[config.mk]
export PLATFORM = sky130hd
export DESIGN_NAME = input_gain_dc_block_noise_gate
export DESIGN_NICKNAME = d
export VERILOG_FILES = /design/src/hdl/igdng_pkg.sv /design/src/hdl/igdng_seq.sv /design/src/hdl/input_gain_dc_block_noise_gate.sv
export SDC_FILE = /design/constraint.sdc
export NUM_CORES = 2
export LEC_CHECK = 0
export ABC_AREA = 1
export BUFFER_PORTS_ARGS = -buffer_cell sky130_fd_sc_hd__buf_2
export CAP_MARGIN = 10
export CORE_UTILIZATION = 30
export CTS_CLUSTER_DIAMETER = 150
export DETAILED_ROUTE_END_ITERATION = 16
export GPL_TIMING_DRIVEN = 0
export PLACE_DENSITY = 0.52
export SETUP_SLACK_MARGIN = 0.15
export SYNTH_ARGS = -nofsm -noshare
export SYNTH_HDL_FRONTEND = slang
export SYNTH_SLANG_ARGS = --single-unit
[constraint.sdc]
create_clock -name i_clk -period 24.3 [get_ports i_clk]
set_clock_uncertainty 0.1 [all_clocks]
set_input_delay 4.86 -clock i_clk [delete_from_list [all_inputs] [get_ports i_clk]]
set_output_delay 4.86 -clock i_clk [all_outputs]
set_load 0.05 [all_outputs]
[src/hdl/igdng_pkg.sv]
// Shared types, constants and helpers for the input gain / DC blocker / noise gate block.
// Used by igdng_seq, input_gain_dc_block_noise_gate and igdng_checker; depends on nothing.
package igdng_pkg;

    // Formats
    localparam int SAMPLE_BITS = 24;
    localparam int COEF_BITS   = 24;
    localparam int SW          = SAMPLE_BITS;          // sample
    localparam int XW          = SAMPLE_BITS + 1;      // saturated filter / gained value
    localparam int DW          = SAMPLE_BITS + 3;      // filter difference, signed
    localparam int CW          = COEF_BITS + 1;        // coefficient register
    localparam int BW          = (CW > XW) ? CW : XW;  // multiplier operand B
    localparam int PW          = DW + BW;              // product
    localparam int GAIN_FRAC   = SAMPLE_BITS - 4;
    localparam int GATE_FRAC   = SAMPLE_BITS - 1;
    localparam int MW          = PW - GAIN_FRAC + 1;   // rounded magnitude
    localparam int VW          = MW + 1;               // rounded signed value
    localparam int YW          = SAMPLE_BITS + 2;      // gated sample before output clip
    localparam int EW          = 63;                   // energy meter
    localparam int ESW         = EW + 1;               // energy sum
    localparam int THR_W       = SAMPLE_BITS - 1;

    localparam logic [CW-1:0]    COEF_ONE     = CW'(1) << COEF_BITS;
    localparam logic [CW-1:0]    K_GAIN_STEP  = CW'(((64'd2 << COEF_BITS) + 64'd50) / 64'd100);
    localparam logic [CW-1:0]    K_ENV_ATTACK = CW'(((64'd55 << COEF_BITS) + 64'd50) / 64'd100);
    localparam logic [SW-1:0]    GATE_ONE     = SW'(1) << GATE_FRAC;
    localparam logic [THR_W-1:0] PEAK_MAX     = '1;
    localparam logic [SW-1:0]    ENV_MAX      = '1;
    localparam logic [EW-1:0]    ENERGY_MAX   = '1;

    // Register reset values
    localparam logic [CW-1:0] DC_COEF_RST     = CW'(16737781);
    localparam logic [CW-1:0] BRIGHT_COEF_RST = CW'(13296183);
    localparam logic [CW-1:0] ENVREL_COEF_RST = CW'(139231);
    localparam logic [CW-1:0] ATT_COEF_RST    = CW'(288750);
    localparam logic [CW-1:0] REL_COEF_RST    = CW'(43634);

    // Register indexes
    localparam int CFG_W = 3;
    localparam logic [CFG_W-1:0] CFG_GATE_THR    = 3'd0;
    localparam logic [CFG_W-1:0] CFG_DC_COEF     = 3'd1;
    localparam logic [CFG_W-1:0] CFG_BRIGHT_COEF = 3'd2;
    localparam logic [CFG_W-1:0] CFG_ENVREL_COEF = 3'd3;
    localparam logic [CFG_W-1:0] CFG_ATT_COEF    = 3'd4;
    localparam logic [CFG_W-1:0] CFG_REL_COEF    = 3'd5;

    // Microcode fields
    localparam int PREP_W = 4;
    localparam logic [PREP_W-1:0] PREP_NONE   = 4'd0;
    localparam logic [PREP_W-1:0] PREP_GAIN   = 4'd1;
    localparam logic [PREP_W-1:0] PREP_BRIGHT = 4'd2;
    localparam logic [PREP_W-1:0] PREP_RAWSQ  = 4'd3;
    localparam logic [PREP_W-1:0] PREP_X      = 4'd4;
    localparam logic [PREP_W-1:0] PREP_BHSQ   = 4'd5;
    localparam logic [PREP_W-1:0] PREP_DC     = 4'd6;
    localparam logic [PREP_W-1:0] PREP_ENV    = 4'd7;
    localparam logic [PREP_W-1:0] PREP_GATE   = 4'd8;
    localparam logic [PREP_W-1:0] PREP_G2     = 4'd9;
    localparam logic [PREP_W-1:0] PREP_Y      = 4'd10;

    localparam int WB_W = 4;
    localparam logic [WB_W-1:0] WB_NONE   = 4'd0;
    localparam logic [WB_W-1:0] WB_GAIN   = 4'd1;
    localparam logic [WB_W-1:0] WB_BRIGHT = 4'd2;
    localparam logic [WB_W-1:0] WB_EACC   = 4'd3;
    localparam logic [WB_W-1:0] WB_X      = 4'd4;
    localparam logic [WB_W-1:0] WB_HACC   = 4'd5;
    localparam logic [WB_W-1:0] WB_DC     = 4'd6;
    localparam logic [WB_W-1:0] WB_ENV    = 4'd7;
    localparam logic [WB_W-1:0] WB_GATE   = 4'd8;
    localparam logic [WB_W-1:0] WB_G2     = 4'd9;
    localparam logic [WB_W-1:0] WB_Y      = 4'd10;

    localparam int OP_W = 3;
    localparam logic [OP_W-1:0] OP_NONE   = 3'd0;
    localparam logic [OP_W-1:0] OP_PEAK   = 3'd1;
    localparam logic [OP_W-1:0] OP_AV     = 3'd2;
    localparam logic [OP_W-1:0] OP_DET    = 3'd3;
    localparam logic [OP_W-1:0] OP_FINISH = 3'd4;

    localparam logic JMP_NONE     = 1'b0;
    localparam logic JMP_GATE_OFF = 1'b1;

    localparam int STEP_W = 5;
    localparam logic [STEP_W-1:0] STEP_FINISH = 5'd23;

    typedef struct packed {
        logic signed [SW-1:0] sample;
        logic [SW-1:0]        gain_target;
        logic                 clear_meters;
        logic                 last_in_block;
    } t_in;

    typedef struct packed {
        logic signed [SW-1:0] out_sample;
        logic                 gate_open;
        logic [THR_W-1:0]     peak_in;
        logic [EW-1:0]        energy_all;
        logic [EW-1:0]        energy_high;
    } t_out;

    typedef struct packed {
        logic [PREP_W-1:0] prep;
        logic [WB_W-1:0]   wb;
        logic [OP_W-1:0]   op;
        logic              jmp;
        logic [STEP_W-1:0] target;
    } t_ctrl;

    typedef struct packed {
        logic start;
        logic gate_off;
        logic out_stall;
    } t_seq_in;

    localparam t_ctrl CW_IDLE = '{prep: PREP_NONE, wb: WB_NONE, op: OP_NONE,
                                  jmp: JMP_NONE, target: '0};

    function automatic logic [CW-1:0] coef_in(input logic [CW-1:0] v);
        coef_in = (v > COEF_ONE) ? COEF_ONE : v;
    endfunction

    function automatic logic signed [XW-1:0] sat_x(input logic signed [VW-1:0] v);
        if (v[VW-1:XW-1] == '0 || v[VW-1:XW-1] == '1) begin
            sat_x = v[XW-1:0];
        end else begin
            sat_x = v[VW-1] ? {1'b1, {(XW-1){1'b0}}} : {1'b0, {(XW-1){1'b1}}};
        end
    endfunction

    function automatic logic signed [SW-1:0] sat_s(input logic signed [YW-1:0] v);
        if (v[YW-1:SW-1] == '0 || v[YW-1:SW-1] == '1) begin
            sat_s = v[SW-1:0];
        end else begin
            sat_s = v[YW-1] ? {1'b1, {(SW-1){1'b0}}} : {1'b0, {(SW-1){1'b1}}};
        end
    endfunction

endpackage

[src/hdl/igdng_seq.sv]
// Microcode sequencer: step counter, program ROM and the conditional jump.
// Depends on igdng_pkg for the control word and status types.
module igdng_seq (
    input  logic              i_clk,
    input  logic              i_rst_n,
    input  igdng_pkg::t_seq_in i_stat,
    output igdng_pkg::t_ctrl  o_ctrl,
    output logic              o_busy
);

    logic                            r_busy;
    logic [igdng_pkg::STEP_W-1:0]    r_step;
    igdng_pkg::t_ctrl                word;
    logic                            stall;

    function automatic igdng_pkg::t_ctrl uword(
        input logic [igdng_pkg::PREP_W-1:0] prep,
        input logic [igdng_pkg::WB_W-1:0]   wb,
        input logic [igdng_pkg::OP_W-1:0]   op
    );
        igdng_pkg::t_ctrl w;
        w        = igdng_pkg::CW_IDLE;
        w.prep   = prep;
        w.wb     = wb;
        w.op     = op;
        uword    = w;
    endfunction

    // Program: prep loads the multiplier operands into r_opa / r_opb, r_prod registers their
    // product, and a later wb step rounds and stores it.
    function automatic igdng_pkg::t_ctrl rom(input logic [igdng_pkg::STEP_W-1:0] step);
        igdng_pkg::t_ctrl w;
        case (step)
            5'd0:  w = uword(igdng_pkg::PREP_GAIN,   igdng_pkg::WB_NONE,   igdng_pkg::OP_NONE);
            5'd1:  w = uword(igdng_pkg::PREP_BRIGHT, igdng_pkg::WB_NONE,   igdng_pkg::OP_NONE);
            5'd2:  w = uword(igdng_pkg::PREP_RAWSQ,  igdng_pkg::WB_GAIN,   igdng_pkg::OP_NONE);
            5'd3:  w = uword(igdng_pkg::PREP_X,      igdng_pkg::WB_BRIGHT, igdng_pkg::OP_NONE);
            5'd4:  w = uword(igdng_pkg::PREP_BHSQ,   igdng_pkg::WB_EACC,   igdng_pkg::OP_NONE);
            5'd5:  w = uword(igdng_pkg::PREP_NONE,   igdng_pkg::WB_X,      igdng_pkg::OP_NONE);
            5'd6:  w = uword(igdng_pkg::PREP_DC,     igdng_pkg::WB_HACC,   igdng_pkg::OP_PEAK);
            5'd7:  w = uword(igdng_pkg::PREP_NONE,   igdng_pkg::WB_NONE,   igdng_pkg::OP_NONE);
            5'd8:  w = uword(igdng_pkg::PREP_NONE,   igdng_pkg::WB_DC,     igdng_pkg::OP_NONE);
            5'd9:  w = uword(igdng_pkg::PREP_NONE,   igdng_pkg::WB_NONE,   igdng_pkg::OP_AV);
            5'd10: w = uword(igdng_pkg::PREP_ENV,    igdng_pkg::WB_NONE,   igdng_pkg::OP_NONE);
            5'd11: w = uword(igdng_pkg::PREP_NONE,   igdng_pkg::WB_NONE,   igdng_pkg::OP_NONE);
            5'd12: begin
                w        = uword(igdng_pkg::PREP_NONE, igdng_pkg::WB_ENV, igdng_pkg::OP_NONE);
                w.jmp    = igdng_pkg::JMP_GATE_OFF;
                w.target = igdng_pkg::STEP_FINISH;
            end
            5'd13: w = uword(igdng_pkg::PREP_NONE,   igdng_pkg::WB_NONE,   igdng_pkg::OP_DET);
            5'd14: w = uword(igdng_pkg::PREP_GATE,   igdng_pkg::WB_NONE,   igdng_pkg::OP_NONE);
            5'd15: w = uword(igdng_pkg::PREP_NONE,   igdng_pkg::WB_NONE,   igdng_pkg::OP_NONE);
            5'd16: w = uword(igdng_pkg::PREP_NONE,   igdng_pkg::WB_GATE,   igdng_pkg::OP_NONE);
            5'd17: w = uword(igdng_pkg::PREP_G2,     igdng_pkg::WB_NONE,   igdng_pkg::OP_NONE);
            5'd18: w = uword(igdng_pkg::PREP_NONE,   igdng_pkg::WB_NONE,   igdng_pkg::OP_NONE);
            5'd19: w = uword(igdng_pkg::PREP_NONE,   igdng_pkg::WB_G2,     igdng_pkg::OP_NONE);
            5'd20: w = uword(igdng_pkg::PREP_Y,      igdng_pkg::WB_NONE,   igdng_pkg::OP_NONE);
            5'd21: w = uword(igdng_pkg::PREP_NONE,   igdng_pkg::WB_NONE,   igdng_pkg::OP_NONE);
            5'd22: w = uword(igdng_pkg::PREP_NONE,   igdng_pkg::WB_Y,      igdng_pkg::OP_NONE);
            default: w = uword(igdng_pkg::PREP_NONE, igdng_pkg::WB_NONE,   igdng_pkg::OP_FINISH);
        endcase
        rom = w;
    endfunction

    always_comb begin
        word   = rom(r_step);
        stall  = (word.op == igdng_pkg::OP_FINISH) && i_stat.out_stall;
        o_ctrl = (r_busy && !stall) ? word : igdng_pkg::CW_IDLE;
    end

    assign o_busy = r_busy;

    always_ff @(posedge i_clk) begin
        if (!i_rst_n) begin
            r_busy <= 1'b0;
            r_step <= '0;
        end else if (!r_busy) begin
            if (i_stat.start) begin
                r_busy <= 1'b1;
                r_step <= '0;
            end
        end else if (word.op == igdng_pkg::OP_FINISH) begin
            // hold on the last step until the output register frees up
            if (!i_stat.out_stall) begin
                r_busy <= 1'b0;
            end
        end else if (word.jmp == igdng_pkg::JMP_GATE_OFF && i_stat.gate_off) begin
            r_step <= word.target;
        end else begin
            r_step <= r_step + 1'b1;
        end
    end

endmodule

[src/hdl/input_gain_dc_block_noise_gate.sv]
// Input front end: gain smoothing, DC blocker, envelope noise gate and input meters.
// Depends on igdng_pkg and igdng_seq (microcode sequencer driving this datapath).
//
// Usage:
//   Input channel (i_in_valid / o_in_ready, payload i_in) carries one Q1.23 sample with
//   its Q4.20 gain target and the clear_meters / last_in_block flags. Each request yields
//   exactly one result on the output channel (o_out_valid / i_out_ready, payload o_out):
//   gated sample, gate state, peak meter and the two energy meters.
//   Registers are written through i_cfg_we / i_cfg_idx / i_cfg_data; the user must do so
//   only while idle, which the block does not enforce. Indexes past the last register are
//   ignored, coefficients above 1.0 are clipped to 1.0. The microprogram runs 24 steps
//   with the gate enabled and 14 with a zero threshold. A new request is taken once the
//   sequencer has left its last step and gone idle, never while a sample is in progress.
//   The step count is set by the single shared 27x25 multiplier: every product goes through
//   operand load, multiply and round/store steps of the program.
//   The result sits in an output register; the next request is accepted while it waits.
//   If the receiver still stalls when the next result is due, the sequencer holds on its
//   last step until the register is taken.
//   Reset (synchronous, active low) clears all filter, gate and meter state, restores the
//   register defaults and empties the output register; o_in_ready is low during reset.
module input_gain_dc_block_noise_gate (
    input  logic                         i_clk,
    input  logic                         i_rst_n,
    input  logic                         i_in_valid,
    output logic                         o_in_ready,
    input  igdng_pkg::t_in               i_in,
    output logic                         o_out_valid,
    input  logic                         i_out_ready,
    output igdng_pkg::t_out              o_out,
    input  logic                         i_cfg_we,
    input  logic [igdng_pkg::CFG_W-1:0]  i_cfg_idx,
    input  logic [igdng_pkg::CW-1:0]     i_cfg_data
);

    localparam int SW    = igdng_pkg::SW;
    localparam int XW    = igdng_pkg::XW;
    localparam int DW    = igdng_pkg::DW;
    localparam int CW    = igdng_pkg::CW;
    localparam int BW    = igdng_pkg::BW;
    localparam int PW    = igdng_pkg::PW;
    localparam int MW    = igdng_pkg::MW;
    localparam int VW    = igdng_pkg::VW;
    localparam int YW    = igdng_pkg::YW;
    localparam int EW    = igdng_pkg::EW;
    localparam int ESW   = igdng_pkg::ESW;
    localparam int THR_W = igdng_pkg::THR_W;

    // Configuration
    logic [THR_W-1:0]      r_gate_thr;
    logic [CW-1:0]         r_dc_coef, r_bright_coef, r_envrel_coef, r_att_coef, r_rel_coef;

    // Block state
    logic [SW-1:0]         r_sg;
    logic signed [SW-1:0]  r_bpi;
    logic signed [XW-1:0]  r_bpo, r_dpi, r_dpo;
    logic [SW-1:0]         r_env;
    logic                  r_det;
    logic [SW-1:0]         r_gg;
    logic [EW-1:0]         r_eacc, r_hacc;
    logic [THR_W-1:0]      r_peak, r_bpeak;
    logic                  r_out_valid;

    // Datapath registers
    igdng_pkg::t_in        r_in;
    logic [DW-1:0]         r_opa;
    logic [BW-1:0]         r_opb;
    logic                  r_neg;
    logic [PW-1:0]         r_prod;
    logic                  r_pneg;
    logic signed [XW-1:0]  r_x;
    logic [SW-1:0]         r_av;
    logic [SW-1:0]         r_g2;
    logic signed [YW-1:0]  r_y;
    igdng_pkg::t_out       r_out;

    igdng_pkg::t_ctrl      ctrl;
    igdng_pkg::t_seq_in    seq_stat;
    logic                  busy;
    logic                  in_acc;

    logic [SW-1:0]         raw_mag;
    logic [XW-1:0]         bh_mag, dy_mag, x_mag;
    logic [SW-1:0]         gate_tgt;
    logic signed [DW-1:0]  p_diff;
    logic [DW-1:0]         diff_mag, p_a;
    logic [BW-1:0]         p_b;
    logic                  p_use_diff, p_neg, p_load;

    logic [MW-1:0]         m24n, m24c, m20n, m23n;
    logic signed [VW-1:0]  v24n, v24c, v20n, v23n;
    logic [ESW-1:0]        acc_sum;
    logic [EW-1:0]         acc_new;
    logic [THR_W-1:0]      pk, peak_fin;
    logic [SW-1:0]         av;
    logic                  det_next;
    logic signed [XW-1:0]  dy_new;

    function automatic logic signed [VW-1:0] apply_sign(input logic [MW-1:0] m,
                                                        input logic neg);
        apply_sign = neg ? -$signed({1'b0, m}) : $signed({1'b0, m});
    endfunction

    assign in_acc              = i_in_valid && o_in_ready;
    assign o_in_ready          = i_rst_n && !busy;
    assign seq_stat.start      = in_acc;
    assign seq_stat.gate_off   = (r_gate_thr == '0);
    assign seq_stat.out_stall  = r_out_valid && !i_out_ready;

    igdng_seq u_seq (
        .i_clk   (i_clk),
        .i_rst_n (i_rst_n),
        .i_stat  (seq_stat),
        .o_ctrl  (ctrl),
        .o_busy  (busy)
    );

    assign o_out_valid = r_out_valid;
    assign o_out       = r_out;

    // Configuration port
    always_ff @(posedge i_clk) begin
        if (!i_rst_n) begin
            r_gate_thr    <= '0;
            r_dc_coef     <= igdng_pkg::DC_COEF_RST;
            r_bright_coef <= igdng_pkg::BRIGHT_COEF_RST;
            r_envrel_coef <= igdng_pkg::ENVREL_COEF_RST;
            r_att_coef    <= igdng_pkg::ATT_COEF_RST;
            r_rel_coef    <= igdng_pkg::REL_COEF_RST;
        end else if (i_cfg_we) begin
            case (i_cfg_idx)
                igdng_pkg::CFG_GATE_THR:    r_gate_thr    <= i_cfg_data[THR_W-1:0];
                igdng_pkg::CFG_DC_COEF:     r_dc_coef     <= igdng_pkg::coef_in(i_cfg_data);
                igdng_pkg::CFG_BRIGHT_COEF: r_bright_coef <= igdng_pkg::coef_in(i_cfg_data);
                igdng_pkg::CFG_ENVREL_COEF: r_envrel_coef <= igdng_pkg::coef_in(i_cfg_data);
                igdng_pkg::CFG_ATT_COEF:    r_att_coef    <= igdng_pkg::coef_in(i_cfg_data);
                igdng_pkg::CFG_REL_COEF:    r_rel_coef    <= igdng_pkg::coef_in(i_cfg_data);
                default: ;
            endcase
        end
    end

    // Operand preparation
    always_comb begin
        raw_mag  = r_in.sample[SW-1] ? SW'(-r_in.sample) : SW'(r_in.sample);
        bh_mag   = r_bpo[XW-1] ? XW'(-r_bpo) : XW'(r_bpo);
        dy_mag   = r_dpo[XW-1] ? XW'(-r_dpo) : XW'(r_dpo);
        x_mag    = r_x[XW-1] ? XW'(-r_x) : XW'(r_x);
        gate_tgt = r_det ? igdng_pkg::GATE_ONE : '0;

        p_diff     = '0;
        p_use_diff = 1'b0;
        p_a        = '0;
        p_b        = '0;
        p_neg      = 1'b0;
        p_load     = 1'b1;
        case (ctrl.prep)
            igdng_pkg::PREP_GAIN: begin
                p_diff     = $signed(DW'(r_in.gain_target)) - $signed(DW'(r_sg));
                p_use_diff = 1'b1;
                p_b        = BW'(igdng_pkg::K_GAIN_STEP);
            end
            igdng_pkg::PREP_BRIGHT: begin
                p_diff     = DW'(r_bpo) + DW'(r_in.sample) - DW'(r_bpi);
                p_use_diff = 1'b1;
                p_b        = BW'(r_bright_coef);
            end
            igdng_pkg::PREP_RAWSQ: begin
                p_a = DW'(raw_mag);
                p_b = BW'(raw_mag);
            end
            igdng_pkg::PREP_X: begin
                p_a   = DW'(raw_mag);
                p_b   = BW'(r_sg);
                p_neg = r_in.sample[SW-1];
            end
            igdng_pkg::PREP_BHSQ: begin
                p_a = DW'(bh_mag);
                p_b = BW'(bh_mag);
            end
            igdng_pkg::PREP_DC: begin
                p_diff     = DW'(r_dpo) + DW'(r_x) - DW'(r_dpi);
                p_use_diff = 1'b1;
                p_b        = BW'(r_dc_coef);
            end
            igdng_pkg::PREP_ENV: begin
                p_diff     = $signed(DW'(r_av)) - $signed(DW'(r_env));
                p_use_diff = 1'b1;
                p_b        = BW'((r_av > r_env) ? igdng_pkg::K_ENV_ATTACK : r_envrel_coef);
            end
            igdng_pkg::PREP_GATE: begin
                p_diff     = $signed(DW'(gate_tgt)) - $signed(DW'(r_gg));
                p_use_diff = 1'b1;
                p_b        = BW'((gate_tgt > r_gg) ? r_att_coef : r_rel_coef);
            end
            igdng_pkg::PREP_G2: begin
                p_a = DW'(r_gg);
                p_b = BW'(r_gg);
            end
            igdng_pkg::PREP_Y: begin
                p_a   = DW'(dy_mag);
                p_b   = BW'(r_g2);
                p_neg = r_dpo[XW-1];
            end
            default: p_load = 1'b0;
        endcase
        diff_mag = p_diff[DW-1] ? DW'(-p_diff) : DW'(p_diff);
    end

    // Rounding of the registered product: nearest (ties away) or ceiling, on magnitude
    always_comb begin
        m24n = MW'(r_prod >> igdng_pkg::COEF_BITS) + MW'(r_prod[igdng_pkg::COEF_BITS-1]);
        m24c = MW'(r_prod >> igdng_pkg::COEF_BITS)
             + MW'(|r_prod[igdng_pkg::COEF_BITS-1:0]);
        m20n = MW'(r_prod >> igdng_pkg::GAIN_FRAC) + MW'(r_prod[igdng_pkg::GAIN_FRAC-1]);
        m23n = MW'(r_prod >> igdng_pkg::GATE_FRAC) + MW'(r_prod[igdng_pkg::GATE_FRAC-1]);
        v24n = apply_sign(m24n, r_pneg);
        v24c = apply_sign(m24c, r_pneg);
        v20n = apply_sign(m20n, r_pneg);
        v23n = apply_sign(m23n, r_pneg);
        dy_new = igdng_pkg::sat_x(v24n);

        // one saturating adder serves both energy meters
        acc_sum = {1'b0, (ctrl.wb == igdng_pkg::WB_HACC) ? r_hacc : r_eacc} + ESW'(r_prod);
        acc_new = (acc_sum >= {1'b0, igdng_pkg::ENERGY_MAX}) ? igdng_pkg::ENERGY_MAX
                                                              : acc_sum[EW-1:0];

        pk  = (x_mag > XW'(igdng_pkg::PEAK_MAX)) ? igdng_pkg::PEAK_MAX : x_mag[THR_W-1:0];
        av  = dy_mag[XW-1] ? igdng_pkg::ENV_MAX : dy_mag[SW-1:0];
        // closing point is half the threshold: compare twice the envelope
        det_next = r_det ? ({r_env, 1'b0} > XW'(r_gate_thr)) : (r_env > SW'(r_gate_thr));
        peak_fin = (r_in.last_in_block && r_bpeak > r_peak) ? r_bpeak : r_peak;
    end

    // Block state
    always_ff @(posedge i_clk) begin
        if (!i_rst_n) begin
            r_sg        <= '0;
            r_bpi       <= '0;
            r_bpo       <= '0;
            r_dpi       <= '0;
            r_dpo       <= '0;
            r_env       <= '0;
            r_det       <= 1'b0;
            r_gg        <= '0;
            r_eacc      <= '0;
            r_hacc      <= '0;
            r_peak      <= '0;
            r_bpeak     <= '0;
            r_out_valid <= 1'b0;
        end else begin
            if (in_acc && i_in.clear_meters) begin
                r_peak <= '0;
                r_eacc <= '0;
                r_hacc <= '0;
            end

            case (ctrl.wb)
                igdng_pkg::WB_GAIN:   r_sg <= SW'($signed(VW'(r_sg)) + v24c);
                igdng_pkg::WB_BRIGHT: begin
                    r_bpo <= igdng_pkg::sat_x(v24n);
                    r_bpi <= r_in.sample;
                end
                igdng_pkg::WB_EACC:   r_eacc <= acc_new;
                igdng_pkg::WB_HACC:   r_hacc <= acc_new;
                igdng_pkg::WB_DC: begin
                    r_dpo <= dy_new;
                    r_dpi <= r_x;
                end
                igdng_pkg::WB_ENV:    r_env <= SW'($signed(VW'(r_env)) + v24c);
                igdng_pkg::WB_GATE:   r_gg  <= SW'($signed(VW'(r_gg)) + v24c);
                default: ;
            endcase

            case (ctrl.op)
                igdng_pkg::OP_PEAK: begin
                    if (pk > r_bpeak) begin
                        r_bpeak <= pk;
                    end
                end
                igdng_pkg::OP_DET: r_det <= det_next;
                igdng_pkg::OP_FINISH: begin
                    if (r_in.last_in_block) begin
                        r_peak  <= peak_fin;
                        r_bpeak <= '0;
                    end
                end
                default: ;
            endcase

            if (ctrl.op == igdng_pkg::OP_FINISH) begin
                r_out_valid <= 1'b1;
            end else if (i_out_ready) begin
                r_out_valid <= 1'b0;
            end
        end
    end

    // Datapath payload
    always_ff @(posedge i_clk) begin
        if (in_acc) begin
            r_in <= i_in;
        end
        if (p_load) begin
            r_opa <= p_use_diff ? diff_mag : p_a;
            r_neg <= p_use_diff ? p_diff[DW-1] : p_neg;
            r_opb <= p_b;
        end
        r_prod <= PW'(r_opa) * PW'(r_opb);
        r_pneg <= r_neg;

        case (ctrl.wb)
            igdng_pkg::WB_X:  r_x  <= igdng_pkg::sat_x(v20n);
            igdng_pkg::WB_DC: r_y  <= YW'(dy_new);
            igdng_pkg::WB_G2: r_g2 <= SW'(m23n);
            igdng_pkg::WB_Y:  r_y  <= YW'(v23n);
            default: ;
        endcase

        if (ctrl.op == igdng_pkg::OP_AV) begin
            r_av <= av;
        end
        if (ctrl.op == igdng_pkg::OP_FINISH) begin
            r_out.out_sample  <= igdng_pkg::sat_s(r_y);
            r_out.gate_open   <= r_det;
            r_out.peak_in     <= peak_fin;
            r_out.energy_all  <= r_eacc;
            r_out.energy_high <= r_hacc;
        end
    end

endmodule

Yosys cells after proc, flatten, opt, wreduce, memory -nomap -nowiden
Memory sizes are Yosys's and may differ from the RTL's. A register that Yosys moved wholly into a read port is not among the register bits. Cells that the tools add are included.

$add $sub $neg: 25. Multipliers: 1. Magnitude comparators: 9. Equality and inequality tests: 36. Multiplexer cells: 55. Reductions and logical operators: 37.

Operators with widths (count): $mux W63 (5); $mux W25 (10); $pmux W25 S10 (1); $mux W23 (7); $pmux W27 S5 (1); $mux W24 (5); $pmux W25 S4 (1); $neg A25 Y25 (3); $sub A24 B24 Y25 (3); $add A24 B24 Y24 (3); $mux W34 (2); $add A63 B52 Y64 (1); $ge A64 B63 Y1 const B (1); $mux W27 (2); $mul A27 B25 Y52 (1); $pmux W26 S2 (1); $gt A24 B24 Y1 (2); $neg A24 Y24 (2); $gt A23 B23 Y1 (2); $pmux W23 S2 (1); $neg A29 Y34 (1); $neg A33 Y34 (1); $add A32 B1 Y33 (1); $eq A4 B3 Y1 const B (8); 40 further kinds (98).

Register bits after elaboration: 927. Bits in read-only memories: 512. Input bits: 83. Logic and storage cells: 202. Memories: 1.

Memories: (no name shown) (depth 32, bits a word 16, rd ports 1, clocked after memory_dff 1, write ports 0, line igdng_seq.sv:33) `case (step)`.

Longest topological paths before layout
Word-level depth: 12. Mapped depth: 37. Depth with buffers taken out: 34.

By module
Synthesis repeated with hierarchy kept, for this count alone.

Cell total of the unflattened synthesis: 12039. Area total of the unflattened synthesis: 85809.8 µm².

By module, submodules not included: input_gain_dc_block_noise_gate (instances 1, cells an instance 11867, area an instance 84636.2 µm², seq. area each 22191.3 µm²); igdng_seq (instances 1, cells an instance 172, area an instance 1173.6 µm², seq. area each 360.3 µm²).

Least setup slack after synthesis
Ideal clock, no wire load.

Path type: input -> register. From: input i_out_ready. To: register r_bpeak[10]. Library setup time: 0.132 ns. Arrival: 13.726 ns. Required time: 24.068 ns. Setup slack: 10.342 ns. Cell stages on the path: 13. Buffers on the path: 2. Cell sequence: nor2_1 nand3_1 nand2_1 nor2_1 inv_1 nor2_1 inv_1 clkbuf_1 nand2_1 inv_1 clkbuf_1 nand2_1 a21oi_1.

Word-level cells in the longest chain between the ends: 9. Elaborated cells between the ends (all ways): 13. Classes of those cells: eq/ne (4); mux (2); reduce/logical (7).

RTL lines: from (decl) (line input_gain_dc_block_noise_gate.sv:28) `input logic i_out_ready,`; $logic_not A1 Y1 (*) (line input_gain_dc_block_noise_gate.sv:107) `assign seq_stat.out_stall = r_out_valid && !i_out_ready;`; $logic_and A1 B1 Y1 (*) (line input_gain_dc_block_noise_gate.sv:107); $logic_and A1 B1 Y1 (*) (line igdng_seq.sv:68) `stall = (word.op == igdng_pkg::OP_FINISH) && i_stat.out_stall;`; $logic_not A1 Y1 (*) (line igdng_seq.sv:69) `o_ctrl = (r_busy && !stall) ? word : igdng_pkg::CW_IDLE;`; $logic_and A1 B1 Y1 (*) (line igdng_seq.sv:69); $mux W17 (*) (line igdng_seq.sv:69); $eq A3 B1 Y1 or $eq A3 B3 Y1 (tied branches) (line input_gain_dc_block_noise_gate.sv:274) `case (ctrl.op)`; $ne A2 B2 Y1 (no source line) or $reduce_bool A2 Y1 (tied branches); $reduce_and A3 Y1 (no source line); to (signal assigned) (line input_gain_dc_block_noise_gate.sv:277) `r_bpeak <= pk;`; to (decl) (line input_gain_dc_block_noise_gate.sv:60) `logic [THR_W-1:0] r_peak, r_bpeak;`.

Mark *: on every way between the ends. The rest lies on a longest branch, timed or not. A chain may end at the register's enable or synchronous reset.

Worst setup path in the final report
From: input i_out_ready. To: register r_hacc[59].

Word-level cells in the longest chain between the ends: 12. Elaborated cells between the ends (all ways): 13. Classes of those cells: add/sub (1); order compare (1); eq/ne (1); mux (4); reduce/logical (6).

RTL lines: $logic_not A1 Y1 (*) (line input_gain_dc_block_noise_gate.sv:107); $logic_and A1 B1 Y1 (*) (line input_gain_dc_block_noise_gate.sv:107); $logic_and A1 B1 Y1 (*) (line igdng_seq.sv:68); $logic_not A1 Y1 (*) (line igdng_seq.sv:69); $logic_and A1 B1 Y1 (*) (line igdng_seq.sv:69); $mux W17 (*) (line igdng_seq.sv:69); $eq A4 B3 Y1 (*) (line input_gain_dc_block_noise_gate.sv:223, input_gain_dc_block_noise_gate.sv:257); $mux W63 (line input_gain_dc_block_noise_gate.sv:223) `acc_sum = {1'b0, (ctrl.wb == igdng_pkg::WB_HACC) ? r_hacc : r_eacc} + ESW'(r_prod);`; $add A63 B52 Y64 (line input_gain_dc_block_noise_gate.sv:223); $ge A64 B63 Y1 (line input_gain_dc_block_noise_gate.sv:224) `acc_new = (acc_sum >= {1'b0, igdng_pkg::ENERGY_MAX}) ? igdng_pkg::ENERGY_MAX`; $mux W63 (line input_gain_dc_block_noise_gate.sv:224); $mux W63 (line input_gain_dc_block_noise_gate.sv:257) `case (ctrl.wb)`; to (signal assigned) (line input_gain_dc_block_noise_gate.sv:264) `igdng_pkg::WB_HACC: r_hacc <= acc_new;`; to (decl) (line input_gain_dc_block_noise_gate.sv:59) `logic [EW-1:0] r_eacc, r_hacc;`.

Marks and branches as above.

==> impl_results.md <==
* Top area cells in the synthesized netlist: fa_1 (15%), dfxtp_1 (13%), edfxtp_1 (13%), nand2_1 (13%), inv_1 (10%)
* Measured slew at the worst slew-check pin at 1.48 ns
* Largest net degree at the start of global routing at 40
* Mean Syn Cell Area at 7.23 um^2
* Routed wire length at 377 mm
* Die area at 285000 um^2
* Fillers at 30800
* Row count at 194
* Initial antenna violation count at 33
* Grt ovf at 0
* Dpl ws at 11.38 ns
* Count of different cell masters after synthesis at 63
* Fmax at 80.1 MHz
* Core Region at 280000 um^2
* DIE WIDTH at 534 um
* Io pins at 259
* Hold-fix buffers, CTS at 0
* Post-synthesis sequential area ratio at 26.6%
* Skew-Pair Late Insertion Delay at 0.78 ns
* GPL Wtd Cong at 1.09
* Slew Limit Fails at 0
* Async S/R FF share, synth at 0%
* Critical Path Source Type: primary input
* Status: complete, no violations
* CTS root buf: clkbuf_16
* Nets at 13400
* Hold depth at 2
* Crit Path Class: in2reg
* Syn. warnings at 0
* Vias per cell at 5.04
* CTS Buf Count at 107
* Total track usage at 26.0%
* WP data required at 24.86 ns
* Die Y-Extent at 534 um
* Placed insts at 15800
* Worst path bufs/invs at 7
* Setup-failing EPs final at 0
* Most used cell, CP: nand2_1
* Routed wire per std cell at 23.6 um
* CTS Sinks at 939
* Crit. path cell count at 36
* Cells after Synth at 11700
* EDFF count, synth at 375
* Antenna viol nets, final at 0
* Initial core utilization at 30.3%
* Post-CTS sizing at 0
* Vias in the first global route at 76600
* Tightest Hold Check Type: reg2reg
* Biggest cell delay along the critical path at 0.82 ns
* Setup ws final at 11.82 ns
* IO Port Bufs at 257
* Crit end category: flop
* Yosys reg bits at 939
* H-tree depth at 3
* Area Overhead vs Synth at 12.1%
* Max_slew headroom at 1.22%
* Mapped Area at 84900 um^2
* First-pass GRT wire length at 537 mm
* Final Critical Period at 12.48 ns
* Fin crit share at 51.4%
* Ys flop type: dfxtp_1
* CP top delay family: simple AND/OR/NAND/NOR gates
* Final cell count without fillers at 16000
* Length of the first detailed-routing pass in iterations at 6
* Residual DRC at 0
* Max cap viols at 0
* Setup_tns at 0 ns
* Share of layout cells above drive strength 1 at 5.21%
* CP Max Fanout at 10
* Setup Fix Bufs, Post-CTS at 0
* Leading area contributor after synthesis: fa_1
* Cell depth of the worst flop-to-flop path at 27
* CTS tree: built
* RSZ-0062 raised after global routing: false
* Yosys top cell area share at 14.8%
* Critical Path AT at 13.04 ns
* Initial DRC count at 8590
* Worst path slowest cell: nor2_1
* Max Root-Sink Buffers at 3
* Hpwl dp at 314 mm
* Syn_nets at 13000
* Clock transition at path regs at 0.06 ns
* Hold Vio Cnt, Final at 0
* Via count at 80500
layout make-up:
class | count | area [um^2] | share of cell area, %
antenna | 12 | 30.0 | 0.0316
inverter | 2291 | 8600 | 9.04
tap | 3724 | 4660 | 4.90
buffer | 441 | 1780 | 1.87
clock inverter | 63 | 851 | 0.894
clock buffer | 139 | 2960 | 3.11
timing repair buffer | 288 | 1730 | 1.81
sequential | 939 | 22600 | 23.7
multi-input combinational | 8070 | 52000 | 54.7
metrics by stage:
stage | util [%] | hold slack [ns] | instance area [um^2]
after global placement | 32.4 | 0.343 | 90800
after floorplan | - | 0.223 | 84900
after CTS | 33.9 | 0.355 | 95100
after global routing | 33.9 | 0.371 | 95200
final | 33.9 | 0.355 | 95200
after detailed placement | 32.6 | 0.346 | 91300
registers in the layout (all words and copies together), names as in the netlist, 26 cells and up:
register,flops
r_opa,27
r_in,49
r_eacc,63
o_out,174
r_prod,52
r_y,26
r_hacc,63
cells in the mapped netlist (34+ instances only):
| cell | instances |
|---|---|
| a21oi_1 | 909 |
| a31oi_1 | 37 |
| buf_1 | 34 |
| clkbuf_1 | 370 |
| dfxtp_1 | 564 |
| edfxtp_1 | 375 |
| fa_1 | 628 |
| ha_1 | 526 |
| inv_1 | 2267 |
| nand2_1 | 2939 |
| nand3_1 | 549 |
| nand3b_1 | 39 |
| nand4_1 | 128 |
| nor2_1 | 772 |
| nor3_1 | 100 |
| nor4_1 | 38 |
| o211ai_1 | 39 |
| o21ai_0 | 647 |
| or2_2 | 43 |
| xnor2_1 | 106 |
| xor2_1 | 272 |
final timing paths:
path                            slack [ns]                end              start
worst max-delay path                 11.82         r_hacc[59]        i_out_ready
worst min-delay path                  0.35  r_bright_coef[24]  r_bright_coef[24]
worst max register to register       14.88         r_prod[51]           r_opb[6]
worst min register to register        0.35  r_bright_coef[24]  r_bright_coef[24]
worst min-delay path: cells and delay by family, from the launching register on:
family / cells / cell delay (ns)
AO/OA/AOI/OAI: 1 / 0.05
flip-flops: 1 / 0.30
buffers and inverters: 1 / 0.06
cells by family (layout without fill, tap and decap cells):
kind of cell	count (synthesis)	count (layout)	share of synthesized area, %
compound gates	1860	1860	11.9
xor+xnor	382	382	3.98
fa+ha+maj	1154	1154	22.6
buf+inv	2732	3222	12.2
flops	939	939	26.6
other cells	0	12	0
simple gates	4674	4674	22.8
layer usage:
| layer | GRT usage, % | routed length, um |
|---|---|---|
| met5 | 0 | 34 |
| met4 | 13.2 | 22100 |
| met3 | 3.64 | 27100 |
| met2 | 39.9 | 162000 |
| met1 | 35.5 | 165000 |
placed cells by master, fill, tap and decap left out, drive strengths merged, types with 128 or more instances in the layout:
| master | n |
|---|---|
| buf | 357 |
| ha | 526 |
| nand2 | 2956 |
| dfxtp | 564 |
| a21oi | 910 |
| xor2 | 276 |
| nand4 | 128 |
| o21ai | 658 |
| clkbuf | 509 |
| fa | 628 |
| nand3 | 556 |
| edfxtp | 375 |
| inv | 2297 |
| nor2 | 793 |
Power is left out: the tool's default activity adds up to more than one toggle a clock period on the data nets, which glitch-free logic cannot reach.
